**config.mk**
```make
export PLATFORM = sky130hd
export DESIGN_NAME = dpm_front
export DESIGN_NICKNAME = d
export VERILOG_FILES = /design/src/rtl/dpm_front.sv
export SDC_FILE = /design/constraint.sdc
export NUM_CORES = 1
export LEC_CHECK = 0
export ABC_CLOCK_PERIOD_IN_PS = 3000
export BUFFER_PORTS_ARGS = -buffer_cell sky130_fd_sc_hd__buf_2
export CAP_MARGIN = 30
export CORE_ASPECT_RATIO = 1.1
export CORE_MARGIN = 2
export CORE_UTILIZATION = 45
export DETAILED_ROUTE_END_ITERATION = 7
export PLACE_DENSITY = 0.7
export SLEW_MARGIN = 20
export SYNTH_ARGS = -nofsm -noshare
export SYNTH_HDL_FRONTEND = slang
export SYNTH_SLANG_ARGS = --single-unit
```
**constraint.sdc**
```tcl
create_clock -name i_clk -period 3 [get_ports i_clk]
set_input_delay 0 -clock i_clk [delete_from_list [all_inputs] [get_ports i_clk]]
set_output_delay 0 -clock i_clk [all_outputs]
set_load 0.1 [all_outputs]
```
**src/rtl/dpm_front.sv**
```systemverilog
// Two-entry input queue.
module dpm_front #(
    parameter int W = 31
) (
    input  logic         i_clk,
    input  logic         i_rst_n,
    input  logic         i_valid,
    output logic         o_ready,
    input  logic [W-1:0] i_data,
    output logic         o_valid,
    input  logic         i_ready,
    output logic [W-1:0] o_data
);

    logic [W-1:0] r_q [2];
    logic         r_rd;
    logic         r_wr;
    logic [1:0]   r_cnt;
    logic         push;
    logic         pop;

    assign o_ready = (r_cnt != 2'd2);
    assign o_valid = (r_cnt != 2'd0);
    assign o_data  = r_q[r_rd];
    assign push    = i_valid && o_ready;
    assign pop     = o_valid && i_ready;

    always_ff @(posedge i_clk) begin
        if (push) begin
            r_q[r_wr] <= i_data;
        end
        if (!i_rst_n) begin
            r_rd  <= 1'b0;
            r_wr  <= 1'b0;
            r_cnt <= 2'd0;
        end else begin
            if (push) r_wr <= ~r_wr;
            if (pop)  r_rd <= ~r_rd;
            r_cnt <= r_cnt + {1'b0, push} - {1'b0, pop};
        end
    end

endmodule

```
# Word-level counts from Yosys, hierarchy flattened
# Memories as Yosys holds them, arrays and structs flattened. A register that Yosys moved wholly into a read port is not among the register bits.
# Index checks and enable logic that the tools add are counted.
# totals
register_bits	4
ram_bits	62
in_bits	35
output_inout_bits	33
elab_cells	16
mem_count	1
# memory_table
name	words	word_bits	read_ports	rd_ports_with_merged_regs	write_ports	line	text
r_q	2	31	1	1	1	15	logic [W-1:0] r_q [2];
# op_classes
add_sub_neg	2
n_eq_ne	1
muxes	4
bitwise_logic	2
reduce_logical	3
# ops
operator	n
2-to-1 mux 1 bit	4
adder 2 x 1 -> 2 bit	1
logical AND 1 bit	2
inequality test 2 bit (second input constant)	1
NOT 1 bit	2
nonzero test 2 bit	1
subtractor 2 x 1 -> 2 bit	1

# Logic depth before layout (Yosys ltp)
# logic_depth
depth_word	4
depth_mapped	8

# Worst setup path before layout
# OpenSTA, ideal clock, no wires.
# synth_path
kind	reg2reg
from	register r_cnt[0]
to	memory r_q[0][0] (enable)
setup_ns	0.419
t_arrival_ns	2.760
required_time_ns	2.581
slack_ns	-0.179
path_stages_with_launch	4
path_cell_list	dfxtp_1 -> nand2b_1 -> nand2_1 -> nor2_1
# synth_between
elab_chain_cells	4
# synth_rtl
element	line	text
start: declaration	18	logic [1:0] r_cnt;
start signal: assignment	39	r_cnt <= r_cnt + {1'b0, push} - {1'b0, pop};
inequality test 2 bit	22	assign o_ready = (r_cnt != 2'd2);
named net o_ready	8	output logic o_ready,
logical AND 1 bit	25	assign push = i_valid && o_ready;
2-to-1 mux 1 bit	29	if (push) begin
2-to-1 mux 1 bit (not written as such)	30	r_q[r_wr] <= i_data;
end: declaration	15	
# The timed path passes the listed nets, and every way through them passes these cells.

==> results by stage <==
Global route:
- The initial antenna violation count is 0.
- The first-pass GRT wire length is 6824 um.
- After global routing the overflow that remains totals 0.
- The pin count of the biggest net entering global routing is 32.
- The number of global-route vias before repair is between 1000 and 1500.
- The global-route usage over all layers is 0.1602.

Synth:
- edfxtp_1 takes more of the synthesized area than any other cell.
- For this run, the number of Yosys warnings is 0.
- By instance count, the leading cell after synthesis is edfxtp_1.
- In this run, synthesis inferred 62 flip-flops with an integrated enable.
- The commonest cells after synthesis are edfxtp_1 (62), mux2_2 (31), dfxtp_1 (5).
- The number of nets handed over by synthesis was about 160.
- Counting flops and latches in the post-synthesis netlist gives 67.
- Among all flip-flop cells after synthesis, the most frequent one is edfxtp_1.
- The proportion of synthesized chip area in sequential cells is 0.7911.
- In the synthesized netlist the async set-or-reset flop fraction comes to 0.
- The average instance area after synthesis is just over 20 um2.
- The number of different library cells used by synthesis comes to 16.
- The number of cells produced by synthesis is 120.
- The netlist area before placement is between 0.002 and 0.0025 mm2.
- In the post-synthesis netlist, the biggest area contributors are edfxtp_1 (75%), mux2_2 (14%), dfxtp_1 (4.0%).
- The portion of synthesized cell area occupied by the leading cell type is 0.7508.

Timing:
- In this run the tightest slew margin relative to its limit is 0.4060.
- At the pin with the least slew margin, the transition time is 888.9 ps.
- The number of max-slew violations in the final report is 0.
- Timing would allow up to between 500 and 600 MHz.
- Setup violations remaining at the end of the flow were counted as 0.
- Setup total negative slack on the finished layout was measured at 0 ps.
- The clock skew after layout is about 4.3 ps.
- The minimum clock period is between 1500 and 2000 ps.
- Of the available clock period, the critical path in the final layout requires 0.6342.
- Setup repair after global routing left no endpoint under its margin.
- The number of hold violations in the final report is 0.
- The tightest hold margin is between 90 and 100 ps.

Detailed routing:
- Dividing the detail-routed wire length by the instance count gives about 15 um.
- Using the TritonRoute via totals, the vias-per-cell ratio works out to roughly 4.6.
- The remaining antenna violation count after routing is 0.
- The routed wire length is ~4600 um.
- In the routed design, unresolved DRC markers number 0.
- The first routing iteration left 36 violations.
- The number of detailed-route iterations in the first pass is 4.
- The routed layout has roughly 1400 vias.

Floorplan:
- The number of core rows is 28.
- The die is 74.78 um wide.
- In this run the vertical extent of the chip is slightly above 80 um.
- The floorplan die area is 0.006121 mm2.
- For this configuration, the core starts out at a cell density of 0.4627.
- The area of the core is around 0.0054 mm2.
- 68 I/O pins were placed.

Worst setup path:
- In this run the critical register-to-register path is launched from r_cnt[0]$_SDFF_PN0_.
- The worst setup path is captured at an output port.
- STA classifies the critical path startpoint as a flop.
- For this run, the slowest stage of the critical path takes about 600 ps.
- The gate family responsible for the most delay along the worst path is flip-flops.
- The critical path is of the flop to output port type.
- Setup slack on the worst reg-to-reg path comes out at 1210 ps.
- The worst reg2reg path endpoint is r_q[1][28]$_DFFE_PP_.
- Counting cells, the worst reg-to-reg path comes to 3.
- Of all nets on the critical path, the largest fanout is 12.
- The cell at the slowest stage of the critical path is dfxtp_1.
- Together, buffers and inverters on the worst path number 2.
- Walking the worst path, the cells encountered are buf_4 > mux2_2 > buf_2.
- The path length in cells of the critical path is 3.
- STA puts the critical path data arrival time at about 1900 ps.
- For the worst setup path, the data required time is around 3000 ps.

Clocking:
- The buffer count from post-CTS setup fixing is 0.
- Counting along the longest clock path gives a buffer depth of 2.
- For the worst-skew pair, the clock arrives at the later sink with an insertion delay of between 300 and 400 ps.
- The CTS tree is built.
- The number of clock sinks is 67.
- The deepest level of the CTS H-tree is 3.
- The number of buffers added by the clock tree synthesis step is 9.
- The root buffer selected by CTS is clkbuf_8.
- After clock tree synthesis, the clock-pin slew on the worst setup and hold paths is around 60 ps.

Place:
- The HPWL after detailed placement is 3006 um.
- The count of buffers added on input and output ports is 67.
- The final weighted congestion in routability-driven placement is 0.7133.

Final layout:
- The area added between synthesis and finish is 36.07%.
- The number of diodes added for antenna fixing is 0.
- Of the cells placed in the final design, the portion with a size suffix greater than 1 is 0.4915.
- The final layout net count is 267.
- The layout has roughly 400 filler cells.

Hold path:
- In this run the most critical hold path is launched from i_valid.
- The path with the worst hold slack has its endpoint at r_wr$_SDFFE_PN0N_.
- The worst hold path passes through 3 cells.
- The type of the tightest min-delay check is input port to flop.

Power:
- For this design the static power due to leakage is about 1.3 nW.
- The power density over cell area is slightly above 1000 mW/mm2.
- Across the VDD grid, the largest voltage drop is ~860 uV.

Job:
- The max-cap check violation count is 0.

Outcome:
- The flow ran to the end, and the final reports show no timing, DRC or antenna violations.
-- cell usage in the layout, fill, tap and decap left out, drive strengths merged --
cell,instances
buf,70
nor2,1
mux2,31
nand2,2
and3,1
ha,2
clkinv,5
clkbuf,10
nor2b,2
dfxtp,5
o21a,1
and2,2
or2,1
dlygate4sd3,32
edfxtp,62
xnor2,3
mux2i,1
inv,1
nand2b,2
-- layout make-up --
class                           instances  area, um2  area share
Clock inverter                          5      21.27    0.006303
Tap cell                               75      93.84     0.02781
Sequential cell                        67       1962      0.5814
Inverter                                1      3.754    0.001112
Multi-Input combinational cell         49      488.0      0.1446
Clock buffer                           10      127.6     0.03782
Timing Repair Buffer                  102      678.2      0.2010
-- state kept, by name, summed over array words and instances (netlist names), named ones only --
register,count
r_rd,1
r_wr,1
r_q,62
r_cnt,2
-- stage by stage --
stage	cell area (um2)	setup slack [ps]	power, mW	instances	util
floorplan	2482	321.3	2.610	120	-
global placement	2905	1294	2.794	262	0.5420
detailed placement	2905	1190	2.831	262	0.5420
CTS	3374	1055	3.447	309	0.6296
global route	3374	990.9	3.545	309	0.6296
finish	3374	1097	3.417	309	0.6296
-- power by group --
part / switching, mW / total, mW / internal [mW]
combinational: 1.27 / 1.60 / 0.331
sequential: 0.0559 / 1.23 / 1.18
clock: 0.299 / 0.583 / 0.284
-- metal layers --
| layer | routed length [um] | track usage | vias to the layer above | share of wire |
|---|---|---|---|---|
| met3 | 261 | 0.06503 | 7 | 0.057 |
| li1 | - | - | 681 | - |
| met1 | 1829 | 0.1705 | 694 | 0.40 |
| met4 | 63 | 0.06964 | 0 | 0.014 |
| met2 | 2457 | 0.2779 | 44 | 0.53 |
| met5 | 0 | 0 | - | 0 |
-- repair_timing --
item                      CTS  global route
hold buffers               32             0
gates resized for setup     0             0
hold endpoints to repair   67             0
-- cell families after synthesis --
logic type,share of synthesized area
adder cells (fa/ha/maj),0.01009
XOR/XNOR,0.01060
AND/OR/NAND/NOR,0.02472
AO/OA/AOI/OAI,0.003532
buffers and inverters,0.01513
flip-flops,0.7911
multiplexers,0.1448
-- worst min-delay path: cells and delay by family --
family                 cells  cell delay [ps]
and+or+nand+nor            1              160
muxes                      1              100
buffers and inverters      1              110
-- how the worst max path moves through the flow --
stage / from / end / slack [ps]
final: flop / o_data[21] / 1100
after global routing: flop / o_data[21] / 990
after CTS: flop / o_data[21] / 1060
after detailed placement: r_cnt[0]$_SDFF_PN0_ / r_q[1][22]$_DFFE_PP_ / 1190
after global placement: r_cnt[0]$_SDFF_PN0_ / r_q[1][16]$_DFFE_PP_ / 1290
after floorplan: r_cnt[0]$_SDFF_PN0_ / r_q[0][0]$_DFFE_PP_ / 320
Power figures use the tool's default switching activity.
